## config.mk

```make
export PLATFORM = sky130hd
export DESIGN_NAME = query_retry_tracker
export DESIGN_NICKNAME = d
export VERILOG_FILES = /design/src/qrt_pkg.sv /design/src/qrt_ctrl.sv /design/src/qrt_dp.sv /design/src/query_retry_tracker.sv
export SDC_FILE = /design/constraint.sdc
export NUM_CORES = 2
export LEC_CHECK = 0
export ABC_AREA = 1
export BUFFER_PORTS_ARGS = -buffer_cell sky130_fd_sc_hd__buf_2
export CORE_MARGIN = 1
export CORE_UTILIZATION = 48
export CTS_CLUSTER_SIZE = 24
export DETAILED_ROUTE_END_ITERATION = 10
export PLACE_DENSITY_LB_ADDON = 0.3
export SKIP_LAST_GASP = 1
export SYNTH_ARGS = -nofsm -noshare
export SYNTH_HDL_FRONTEND = slang
export SYNTH_HIERARCHICAL = 1
export SYNTH_SLANG_ARGS = --single-unit
```

## constraint.sdc

```tcl
create_clock -name clock -period 14.89 [get_ports clock]
set_clock_uncertainty 0.1 [all_clocks]
set_input_delay 4.467 -clock clock [delete_from_list [all_inputs] [get_ports clock]]
set_output_delay 4.467 -clock clock [all_outputs]
set_load 0.05 [all_outputs]
```

## src/qrt_pkg.sv

```systemverilog
// Shared types, codes and helpers for the query retry tracker.
package qrt_pkg;

   localparam logic [1:0] OP_ADD   = 2'd0;
   localparam logic [1:0] OP_RESP  = 2'd1;
   localparam logic [1:0] OP_SEND  = 2'd2;
   localparam logic [1:0] OP_SWEEP = 2'd3;

   localparam logic [1:0] KIND_SERVER = 2'd0;
   localparam logic [1:0] KIND_MASTER = 2'd1;
   localparam logic [1:0] KIND_BCAST  = 2'd2;
   localparam logic [1:0] KIND_BAD    = 2'd3;

   localparam logic [1:0] ST_QUEUED    = 2'd0;
   localparam logic [1:0] ST_QUERIED   = 2'd1;
   localparam logic [1:0] ST_RESPONDED = 2'd2;
   localparam logic [1:0] ST_NORESP    = 2'd3;

   localparam logic [2:0] EV_NONE        = 3'd0;
   localparam logic [2:0] EV_SEND_SERVER = 3'd1;
   localparam logic [2:0] EV_SEND_BCAST  = 3'd2;
   localparam logic [2:0] EV_SEND_MASTER = 3'd3;
   localparam logic [2:0] EV_NEW_RESP    = 3'd4;
   localparam logic [2:0] EV_FULL        = 3'd5;

   localparam logic [1:0] CSR_TIMEOUT  = 2'd0;
   localparam logic [1:0] CSR_MAX_ATT  = 2'd1;
   localparam int         CSR_DATA_W   = 16;
   localparam logic [15:0] TIMEOUT_RESET = 16'd2000;
   localparam logic [7:0]  MAX_ATT_RESET = 8'd3;
   localparam logic [7:0]  ATT_SAT       = 8'd255;

   typedef struct packed {
      logic [1:0]  opcode;
      logic [31:0] now_ms;
      logic [31:0] addr_key;
      logic [1:0]  target_kind;
      logic        header_ok;
   } req_type;

   typedef struct packed {
      logic [2:0]  event_res;
      logic [3:0]  target_index;
      logic [31:0] target_addr;
      logic [31:0] ping_ms;
      logic        all_done;
      logic [4:0]  responder_count;
   } rsp_type;

   typedef struct packed {
      logic [31:0] key;
      logic [1:0]  kind;
      logic [1:0]  status;
      logic [31:0] sent_time;
      logic [7:0]  attempts;
   } entry_type;

   typedef enum logic [1:0] {
      FSM_IDLE,
      FSM_SCAN,
      FSM_COMMIT
   } fsm_type;

   typedef struct packed {
      logic load;
      logic scan;
      logic commit;
   } cmd_type;

   typedef struct packed {
      logic hit;
      logic last;
      logic out_free;
   } stat_type;

   function automatic logic is_done(input logic [1:0] status);
      return (status == ST_RESPONDED) || (status == ST_NORESP);
   endfunction

   function automatic logic is_resp(input entry_type e);
      return (e.kind == KIND_SERVER) && (e.status == ST_RESPONDED);
   endfunction

endpackage

```

## src/qrt_ctrl.sv

```systemverilog
// Sequencer: accept, scan the table, commit the result.
module qrt_ctrl (
   input  logic              clock,
   input  logic              reset,
   input  logic              req_valid,
   output logic              req_stall,
   input  qrt_pkg::stat_type stat,
   output qrt_pkg::cmd_type  cmd
);

   qrt_pkg::fsm_type state_ff, state_in;

   always_ff @(posedge clock) begin
      if (reset) begin
         state_ff <= qrt_pkg::FSM_IDLE;
      end else begin
         state_ff <= state_in;
      end
   end

   always_comb begin
      state_in   = state_ff;
      cmd        = '0;
      req_stall  = 1'b1;
      unique case (state_ff)
         qrt_pkg::FSM_IDLE: begin
            req_stall = 1'b0;
            if (req_valid) begin
               cmd.load = 1'b1;
               state_in = qrt_pkg::FSM_SCAN;
            end
         end
         qrt_pkg::FSM_SCAN: begin
            cmd.scan = 1'b1;
            if (stat.hit || stat.last) begin
               state_in = qrt_pkg::FSM_COMMIT;
            end
         end
         qrt_pkg::FSM_COMMIT: begin
            if (stat.out_free) begin
               cmd.commit = 1'b1;
               state_in   = qrt_pkg::FSM_IDLE;
            end
         end
         default: begin
            state_in = qrt_pkg::FSM_IDLE;
         end
      endcase
   end

endmodule

```

## src/qrt_dp.sv

```systemverilog
// Datapath: target table, scan pipeline, counters and result register.
module qrt_dp #(
   parameter int MAX_TARGETS = 16
) (
   input  logic                           clock,
   input  logic                           reset,
   input  qrt_pkg::req_type               req_data,
   input  qrt_pkg::cmd_type               cmd,
   output qrt_pkg::stat_type              stat,
   input  logic                           csr_wr_en,
   input  logic [1:0]                     csr_index,
   input  logic [qrt_pkg::CSR_DATA_W-1:0] csr_wr_data,
   output logic                           rsp_valid,
   input  logic                           rsp_stall,
   output qrt_pkg::rsp_type               rsp_data
);

   localparam int CW = $clog2(MAX_TARGETS + 1);
   localparam int IW = (MAX_TARGETS > 1) ? $clog2(MAX_TARGETS) : 1;

   qrt_pkg::entry_type entry_mem [MAX_TARGETS];

   qrt_pkg::req_type   req_ff;
   logic [CW-1:0]      rd_idx_ff, chk_idx_ff, found_idx_ff;
   logic               chk_vld_ff, found_ff;
   qrt_pkg::entry_type rd_data_ff, found_ent_ff;
   logic [CW-1:0]      count_ff, count_in;
   logic [CW-1:0]      done_cnt_ff, done_cnt_in;
   logic [CW-1:0]      resp_cnt_ff, resp_cnt_in;
   logic [15:0]        timeout_ff;
   logic [7:0]         max_att_ff;
   qrt_pkg::rsp_type   rsp_ff, rsp_in;
   logic               rsp_valid_ff;

   logic               timed_out, key_hit, send_hit, sweep_hit, match;
   logic               can_append, append;
   logic               wr_en, has_old;
   logic [IW-1:0]      wr_addr;
   qrt_pkg::entry_type wr_data, old_ent;
   logic [1:0]         kind_norm;
   logic [CW-1:0]      idx_res;

   assign timed_out = (req_ff.now_ms - rd_data_ff.sent_time) > {16'd0, timeout_ff};
   assign key_hit   = rd_data_ff.key == req_ff.addr_key;
   assign send_hit  = (rd_data_ff.status == qrt_pkg::ST_QUEUED) ||
                      ((rd_data_ff.status == qrt_pkg::ST_QUERIED) && timed_out);
   assign sweep_hit = (rd_data_ff.status == qrt_pkg::ST_QUERIED) &&
                      (rd_data_ff.attempts >= max_att_ff) && timed_out;

   always_comb begin
      match = 1'b0;
      unique case (req_ff.opcode)
         qrt_pkg::OP_ADD, qrt_pkg::OP_RESP: match = chk_vld_ff && key_hit;
         qrt_pkg::OP_SEND:                  match = chk_vld_ff && send_hit;
         default:                           match = 1'b0;
      endcase
   end

   assign stat.hit      = match;
   assign stat.last     = (count_ff == '0) ||
                          (chk_vld_ff && (chk_idx_ff == count_ff - CW'(1)));
   assign stat.out_free = !rsp_valid_ff || !rsp_stall;

   assign can_append = count_ff < CW'(MAX_TARGETS);
   assign kind_norm  = (req_ff.target_kind == qrt_pkg::KIND_BAD) ?
                       qrt_pkg::KIND_SERVER : req_ff.target_kind;

   always_comb begin
      wr_en   = 1'b0;
      wr_addr = found_idx_ff[IW-1:0];
      wr_data = found_ent_ff;
      has_old = 1'b0;
      old_ent = found_ent_ff;
      append  = 1'b0;
      idx_res = '0;
      rsp_in  = '0;
      if (cmd.scan && chk_vld_ff && (req_ff.opcode == qrt_pkg::OP_SWEEP) && sweep_hit) begin
         wr_en          = 1'b1;
         wr_addr        = chk_idx_ff[IW-1:0];
         wr_data        = rd_data_ff;
         wr_data.status = qrt_pkg::ST_NORESP;
         has_old        = 1'b1;
         old_ent        = rd_data_ff;
      end
      if (cmd.commit) begin
         unique case (req_ff.opcode)
            qrt_pkg::OP_ADD: begin
               rsp_in.target_addr = req_ff.addr_key;
               if (found_ff) begin
                  wr_en        = 1'b1;
                  has_old      = 1'b1;
                  wr_data.kind = kind_norm;
                  idx_res      = found_idx_ff;
               end else if (can_append) begin
                  wr_en   = 1'b1;
                  append  = 1'b1;
                  wr_addr = count_ff[IW-1:0];
                  wr_data = '{key: req_ff.addr_key, kind: kind_norm,
                              status: qrt_pkg::ST_QUEUED, sent_time: 32'd0,
                              attempts: 8'd0};
                  idx_res = count_ff;
               end else begin
                  rsp_in.event_res = qrt_pkg::EV_FULL;
               end
            end
            qrt_pkg::OP_RESP: begin
               if (req_ff.header_ok) begin
                  if (found_ff && (found_ent_ff.kind == qrt_pkg::KIND_MASTER)) begin
                     wr_en          = 1'b1;
                     has_old        = 1'b1;
                     wr_data.status = qrt_pkg::ST_RESPONDED;
                  end else if (found_ff) begin
                     idx_res            = found_idx_ff;
                     rsp_in.target_addr = req_ff.addr_key;
                     if (found_ent_ff.status != qrt_pkg::ST_RESPONDED) begin
                        wr_en            = 1'b1;
                        has_old          = 1'b1;
                        wr_data.status   = qrt_pkg::ST_RESPONDED;
                        rsp_in.ping_ms   = req_ff.now_ms - found_ent_ff.sent_time;
                        rsp_in.event_res = qrt_pkg::EV_NEW_RESP;
                     end
                  end else if (can_append) begin
                     wr_en   = 1'b1;
                     append  = 1'b1;
                     wr_addr = count_ff[IW-1:0];
                     wr_data = '{key: req_ff.addr_key, kind: qrt_pkg::KIND_SERVER,
                                 status: qrt_pkg::ST_RESPONDED, sent_time: 32'd0,
                                 attempts: 8'd0};
                     idx_res            = count_ff;
                     rsp_in.target_addr = req_ff.addr_key;
                     rsp_in.ping_ms     = req_ff.now_ms;
                     rsp_in.event_res   = qrt_pkg::EV_NEW_RESP;
                  end else begin
                     rsp_in.event_res   = qrt_pkg::EV_FULL;
                     rsp_in.target_addr = req_ff.addr_key;
                  end
               end
            end
            qrt_pkg::OP_SEND: begin
               if (found_ff) begin
                  wr_en             = 1'b1;
                  has_old           = 1'b1;
                  wr_data.status    = qrt_pkg::ST_QUERIED;
                  wr_data.sent_time = req_ff.now_ms;
                  if (found_ent_ff.attempts != qrt_pkg::ATT_SAT) begin
                     wr_data.attempts = found_ent_ff.attempts + 8'd1;
                  end
                  idx_res            = found_idx_ff;
                  rsp_in.target_addr = found_ent_ff.key;
                  priority if (found_ent_ff.kind == qrt_pkg::KIND_BCAST) begin
                     rsp_in.event_res = qrt_pkg::EV_SEND_BCAST;
                  end else if (found_ent_ff.kind == qrt_pkg::KIND_MASTER) begin
                     rsp_in.event_res = qrt_pkg::EV_SEND_MASTER;
                  end else begin
                     rsp_in.event_res = qrt_pkg::EV_SEND_SERVER;
                  end
               end
            end
            default: begin
               rsp_in.event_res = qrt_pkg::EV_NONE;
            end
         endcase
      end
      count_in    = count_ff + CW'(append);
      done_cnt_in = done_cnt_ff - CW'(has_old && qrt_pkg::is_done(old_ent.status))
                    + CW'(wr_en && qrt_pkg::is_done(wr_data.status));
      resp_cnt_in = resp_cnt_ff - CW'(has_old && qrt_pkg::is_resp(old_ent))
                    + CW'(wr_en && qrt_pkg::is_resp(wr_data));
      rsp_in.target_index    = 4'(idx_res);
      rsp_in.all_done        = done_cnt_in == count_in;
      rsp_in.responder_count = 5'(resp_cnt_in);
   end

   always_ff @(posedge clock) begin
      if (wr_en) begin
         entry_mem[wr_addr] <= wr_data;
      end
      rd_data_ff <= entry_mem[rd_idx_ff[IW-1:0]];
   end

   always_ff @(posedge clock) begin
      if (cmd.load) begin
         req_ff <= req_data;
      end
      if (cmd.scan) begin
         chk_idx_ff <= rd_idx_ff;
      end
      if (cmd.scan && match) begin
         found_idx_ff <= chk_idx_ff;
         found_ent_ff <= rd_data_ff;
      end
      if (cmd.commit) begin
         rsp_ff <= rsp_in;
      end
   end

   always_ff @(posedge clock) begin
      if (reset) begin
         rd_idx_ff    <= '0;
         chk_vld_ff   <= 1'b0;
         found_ff     <= 1'b0;
         count_ff     <= '0;
         done_cnt_ff  <= '0;
         resp_cnt_ff  <= '0;
         timeout_ff   <= qrt_pkg::TIMEOUT_RESET;
         max_att_ff   <= qrt_pkg::MAX_ATT_RESET;
         rsp_valid_ff <= 1'b0;
      end else begin
         if (cmd.load) begin
            rd_idx_ff  <= '0;
            chk_vld_ff <= 1'b0;
            found_ff   <= 1'b0;
         end else if (cmd.scan) begin
            rd_idx_ff  <= rd_idx_ff + CW'(1);
            chk_vld_ff <= rd_idx_ff < count_ff;
            if (match) begin
               found_ff <= 1'b1;
            end
         end
         count_ff    <= count_in;
         done_cnt_ff <= done_cnt_in;
         resp_cnt_ff <= resp_cnt_in;
         if (csr_wr_en && (csr_index == qrt_pkg::CSR_TIMEOUT)) begin
            timeout_ff <= csr_wr_data;
         end
         if (csr_wr_en && (csr_index == qrt_pkg::CSR_MAX_ATT)) begin
            max_att_ff <= csr_wr_data[7:0];
         end
         if (cmd.commit) begin
            rsp_valid_ff <= 1'b1;
         end else if (!rsp_stall) begin
            rsp_valid_ff <= 1'b0;
         end
      end
   end

   assign rsp_valid = rsp_valid_ff;
   assign rsp_data  = rsp_ff;

endmodule

```

## src/query_retry_tracker.sv

```systemverilog
// Query retry tracker top level: sequencer plus table datapath.
//
// Request channel (req_valid/req_stall/req_data): one transaction per
// opcode: add target, response received, send tick or timeout sweep.
// Result channel (rsp_valid/rsp_stall/rsp_data): exactly one result
// transaction per request, in request order.
// CSR port: csr_wr_en writes csr_wr_data into register csr_index
// (0 timeout_ms, 1 max_attempts); other indexes are ignored.
// The scan reads at most the fill count of table entries, one entry per
// cycle through the table memory's single read port. One request is in
// flight at a time; a new request is accepted only after the previous
// one has been committed.
// A finished result sits in the output register; the next request is
// accepted while it waits, and its own result is held back until the
// receiver takes the previous one. rsp_data holds while rsp_stall is high.
// Reset clears the fill count, counters, the result valid and restores the
// CSR defaults; table contents need no clearing.
module query_retry_tracker #(
   parameter int MAX_TARGETS = 16
) (
   input  logic                           clock,
   input  logic                           reset,
   input  logic                           req_valid,
   output logic                           req_stall,
   input  qrt_pkg::req_type               req_data,
   output logic                           rsp_valid,
   input  logic                           rsp_stall,
   output qrt_pkg::rsp_type               rsp_data,
   input  logic                           csr_wr_en,
   input  logic [1:0]                     csr_index,
   input  logic [qrt_pkg::CSR_DATA_W-1:0] csr_wr_data
);

   qrt_pkg::cmd_type  cmd;
   qrt_pkg::stat_type stat;

   qrt_ctrl u_ctrl (
      .clock     (clock),
      .reset     (reset),
      .req_valid (req_valid),
      .req_stall (req_stall),
      .stat      (stat),
      .cmd       (cmd)
   );

   qrt_dp #(
      .MAX_TARGETS (MAX_TARGETS)
   ) u_dp (
      .clock       (clock),
      .reset       (reset),
      .req_data    (req_data),
      .cmd         (cmd),
      .stat        (stat),
      .csr_wr_en   (csr_wr_en),
      .csr_index   (csr_index),
      .csr_wr_data (csr_wr_data),
      .rsp_valid   (rsp_valid),
      .rsp_stall   (rsp_stall),
      .rsp_data    (rsp_data)
   );

endmodule

```

Word-level counts from Yosys, hierarchy flattened:

Memories as Yosys holds them, arrays and structs flattened. A register that Yosys moved wholly into a read port is not among the register bits.
Cells that the tools add are included.
Widths: inputs -> output; s select.

* flip-flop bits (word level): 280
* input port bits: 92
* word-level logic and storage cells: 196
* memory bits (writable): 1216
* output and inout port bits: 79
* memories kept: 1

Memories
* u_dp.entry_mem: words 16, width 76, read ports 1, clocked after Yosys merged registers in 1, wr ports 1, RTL line qrt_dp.sv:21 `qrt_pkg::entry_type entry_mem [MAX_TARGETS];`

* bitwise operators: 2
* $lt $le $gt $ge: 4
* $add $sub $neg: 10
* eq/ne operators: 23
* reductions and logical operators: 40
* muxes and demuxes: 88

Operator list (count)
* $mux 76: 5
* $mux 32: 5
* $mux 64: 2
* $pmux 42 s3: 1
* $pmux 32 s3: 1
* $mux 42: 2
* $mux 40: 2
* $mux 34: 2
* $pmux 34 s2: 1
* $sub 32x32->32: 2
* $mux 4: 11
* $mux 44: 1
* $eq 32x32->1: 1
* $gt 32x16->1: 1
* $mux 1: 29
* $mux 3: 7
* $mux 2: 10
* $logic_and 1x1->1: 19
* $eq 2x2->1 const B: 9
* $add 5x1->5: 3
* $logic_not 2->1: 6
* $pmux 4 s3: 1
* $eq 2x1->1 const B: 5
* $eq 5x5->1: 2
* other kinds (24): 39

Longest topological paths before layout:

* depth after elaboration: 17
* mapped depth: 41
* depth with buffers taken out: 41

Cells and area by module:

The synthesis kept the hierarchy.

Modules (own cells, without submodules)
* qrt_dp: cells each 5436, times used 1, seq. area each 45914.0 µm², area each 65949.5 µm²
* qrt_ctrl: cells each 21, times used 1, seq. area each 40.0 µm², area each 128.9 µm²

Worst setup path after synthesis:

OpenSTA, ideal clock, no wires.

* path kind: input to register
* from: in rsp_stall
* to: mem u_dp/entry_mem[4][0] in the netlist's numbering, enable pin
* data required time: 14.279 ns
* buffers on the path: 1
* cell stages on the path: 12
* path slack: 0.978 ns
* setup time: 0.511 ns
* arrival: 13.301 ns
* path through: nand2_1 -> clkinv_1 -> nor2_1 -> clkinv_1 -> nor2_1 -> nand2_1 -> nor2_1 -> clkbuf_1 -> nand2_1 -> nand2_1 -> nand3_1 -> nor2_1

RTL lines
* from (decl): RTL line query_retry_tracker.sv:27 `input logic rsp_stall,`
* to (decl): RTL line qrt_dp.sv:21

==> results summary <==
The ratio of total power to cell area came out at 125 mW/mm^2. The reg-to-reg critical path endpoint is u_dp/entry_mem[13][3]. The clock net in this run drives a total of 1572 sinks. Setup repair after global routing left no endpoint under its margin.

The floorplan step defined a die boundary enclosing 0.139 mm^2. TritonCTS built the clock tree. The met1 track demand over resource is 32.7%. The maximum frequency from static timing analysis is 108 MHz.

Counting the fill cells in the layout gives 11000. The register bit total from synthesis came out at 1572. The number of synthesis warnings came out at 6. In this run the critical register-to-register path is launched from u_dp/req_ff[49]. The number of global-route vias before repair is 42000. The share of the yosys chip area belonging to registers is 69.5%. The post-route total power is 9.24 mW.

At the worst endpoint, the arrival time is 9.57 ns. In the routed design, unresolved DRC markers number 0. Routability-driven placement finished with a final weighted congestion of 0.931. Buffers added to address setup during post-CTS repair amount to 0.

The number of antenna-violating nets in the routed design is 0. The standard cell core area came out at 0.136 mm^2. The fraction of synthesis flops using an asynchronous set or reset pin came out at 0%.

The number of resized instances in the post-cts repair step came out at 0. The power spent charging and discharging nets is 2.02 mW. Compared with the post-synthesis result, the final layout area differs by 11.9%. Combinational logic burns 4.9% of the power.

The number of hold violations in the final report came out at 0. In this run the deepest clock path goes through 3 buffers. The aggregate global-route resource usage is 24.4%.

The met2 track demand over resource in global routing came out at 39.6%. The reg-to-reg setup timing slack is 7.51 ns. The average cell area after synthesis is 12.1 um^2. The critical path class is input port to flip-flop.

The HPWL after detailed placement is 99300 um. The final-report setup violation count is 0. The met3 layer usage reported by global route came out at 4.00%.

The worst hold margin is 0.348 ns. Entering global routing, the biggest net connects 238 pins. Measured against its own limit, the worst slew margin works out to 9.47%. The setup TNS came out at 0 ns. The mean routed wirelength per cell is 23.1 um. The required time reported for the critical path endpoint came out at 15.18 ns. The overflow left after global routing came out at 0. The final core utilization came out at 54.4%.

The worst hold path belongs to the class flip-flop to flip-flop. For this run, the post-layout net count is 5776. In this run the cell area of the synthesized design comes to 0.0661 mm^2. Sequential cells account for 52.6% of the total power. After clock tree synthesis, the clock-pin slew on the worst setup and hold paths is 0.06 ns.

The floorplan has 135 rows. The peak supply drop is 88.2 uV. The first-pass GRT wire length came out at 257000 um. The count of cells along the worst register-to-register path is 26. The count of H-tree levels built during CTS is 4. Tracing the worst setup path back leads to its startpoint at rsp_stall. The average vias per placed instance came out at 5.86. The total vias in the final route is 43900. The count of maximum capacitance violations is 0. The element type at the critical path end is a flip-flop. The number of buffers inserted for hold repair after clock tree synthesis is 0.

The clock root buffer master is clkbuf_16. The transition at the pin with the smallest max-transition slack is 1.36 ns. The initial antenna violation count is 1.

The count of different cell masters after synthesis came out at 55. The fraction of layout instances using a drive strength above 1 came out at 9.57%. The leading register cell type out of synthesis is edfxtp_1.

The count of pins over their slew limit is 0. After global routing, the most crowded layer is met2. For this design the static power due to leakage is 25.8 nW. The final worst-path cycle share is 62.3%.

Before antenna repair, the detailed router went through 6 iterations. Net switching is 21.8% of the power. The clock period minus final worst setup slack is 9.28 ns. The total wire length after detailed routing is 173000 um. The cell-internal power is 7.22 mW.

The overall die width came out at 373 um. Synthesis produced 5457 cells. The post-placement cell area is 0.0688 mm^2.

The final design area excluding fillers is 0.0739 mm^2. The number of clock buffers added by TritonCTS is 160. The worst-path maximum fanout came out at 50. The flow ran to the end, and the final reports show no timing, DRC or antenna violations. The number of top-level design ports is 171. The die outline height came out at 373 um. After the first detailed-routing iteration, the DRC count stood at 5231. For this configuration, the core starts out at a cell density of 48.6%. The kind of start point of the critical path is an input port.

The number of enable flip-flop cells after synthesis is 1447. The number of nets in the synthesized netlist is 5660. The count of port buffers added during placement is 170. At the later pin of the worst-skew pair, clock insertion delay measures 0.78 ns. The destination of the critical timing path is u_dp/entry_mem[13][3]. The share of total power dissipated in the clock network is 42.5%.
-- layout make-up --
type	count	area, um^2	area share (%)
Inverter	366	1390	1.88
Timing Repair Buffer	243	1440	1.94
Clock inverter	72	693	0.937
Clock buffer	223	4460	6.04
Multi-Input combinational cell	3230	17800	24.0
Sequential cell	1572	46000	62.2
Antenna cell	1	2.50	0.00338
Tap cell	1781	2230	3.01
-- sequential cells by signal (all words and copies together) (netlist names) --
name and count:
u_dp/found_ent_ff 76, u_dp/timeout_ff 16, u_dp/rsp_data 77, u_dp/resp_cnt_ff 5, u_dp/found_idx_ff 4, u_dp/chk_vld_ff 1
u_dp/max_att_ff 8, u_dp/count_ff 5, u_dp/req_ff 69, u_dp/entry_mem 1216, u_dp/rd_data_ff 76, u_ctrl/state_ff 2
u_dp/chk_idx_ff 5, u_dp/done_cnt_ff 5, u_dp/rd_idx_ff 5, u_dp/found_ff 1, u_dp/rsp_valid 1
-- layout by cell type, fill, tap and decap left out, types with 163 or more instances in the layout --
cell type / instances
buf_2: 170
clkbuf_16: 163
inv_1: 348
nor2_1: 811
nand3_1: 210
a21oi_1: 178
edfxtp_1: 1447
o21ai_0: 434
o32ai_1: 183
nand2_1: 714
-- worst min path at each step --
stage | slack (ns) | to | startpoint | depth (start not counted)
finish | 0.35 | u_dp/found_ent_ff[42] | u_dp/rd_data_ff[42] | 0
global route | 0.36 | u_dp/found_ent_ff[42] | u_dp/rd_data_ff[42] | 0
CTS | 0.34 | u_dp/found_ent_ff[42] | u_dp/rd_data_ff[42] | 0
detailed placement | 0.33 | u_dp/found_ent_ff[42] | u_dp/rd_data_ff[42] | 0
global placement | 0.33 | u_dp/found_ent_ff[24] | u_dp/rd_data_ff[24] | 0
floorplan | 0.31 | u_dp/found_ent_ff[40] | u_dp/rd_data_ff[40] | 0
-- worst max-delay path: stages --
cell,delay [ns]
buf_2,0.09
nand2_1,0.09
clkinv_1,0.12
nor2_4,0.12
clkinv_1,0.27
nor2_1,0.23
nand2_1,0.48
nor2_2,0.22
buf_4,0.38
inv_1,0.08
buf_4,0.29
nor2_1,0.19
o21bai_1,0.15
nand3_1,0.33
nor2_4,1.02
buf_4,0.91
-- per-layer routing --
metal  share of wire, %  up-vias
met1                 41    21500
met5                  0        -
met4                3.8        0
li1                   -    20000
met3                8.0      387
met2                 47     1944
-- logic make-up (layout without fill, tap and decap cells) --
group	after synthesis	count (layout)	share of synthesized area (%)
AND/OR/NAND/NOR	1837	1837	11.2
flip-flops	1572	1572	69.5
AO/OA/AOI/OAI	1090	1090	10.5
buffers and inverters	655	904	3.83
multiplexers	122	122	1.85
adder cells (fa/ha/maj)	111	111	2.15
XOR/XNOR	70	70	0.928
other	0	1	0
-- power groups by stage --
stage	registers, mW	clock network [mW]	logic (mW)
after detailed placement	4.95	0	0.449
after global routing	4.86	4.15	0.499
after CTS	4.86	3.98	0.452
final	4.86	3.92	0.455
after floorplan	4.95	0	0.293
after global placement	4.95	0	0.443
-- stage by stage --
step,cells,worst slack (ns)
CTS,7487,5.69
global placement,7192,4.88
floorplan,5457,0.978
global route,7487,5.42
finish,7488,5.61
detailed placement,7192,4.87
-- synthesized netlist by cell type (50+ instances only) --
library cell	instances	share of area [%]
nand2_1	714	4.1
clkbuf_1	246	1.4
o21ai_0	434	3.3
edfxtp_1	1447	66
mux2i_1	122	1.8
inv_1	353	2.0
o221ai_1	125	1.7
o211ai_1	50	0.57
nor2_1	834	4.7
ha_1	107	2.0
a21oi_1	178	1.3
o32ai_1	183	2.4
nand3_1	210	1.6
dfxtp_1	125	3.8
Note: power is estimated with default switching activity, not from simulation.
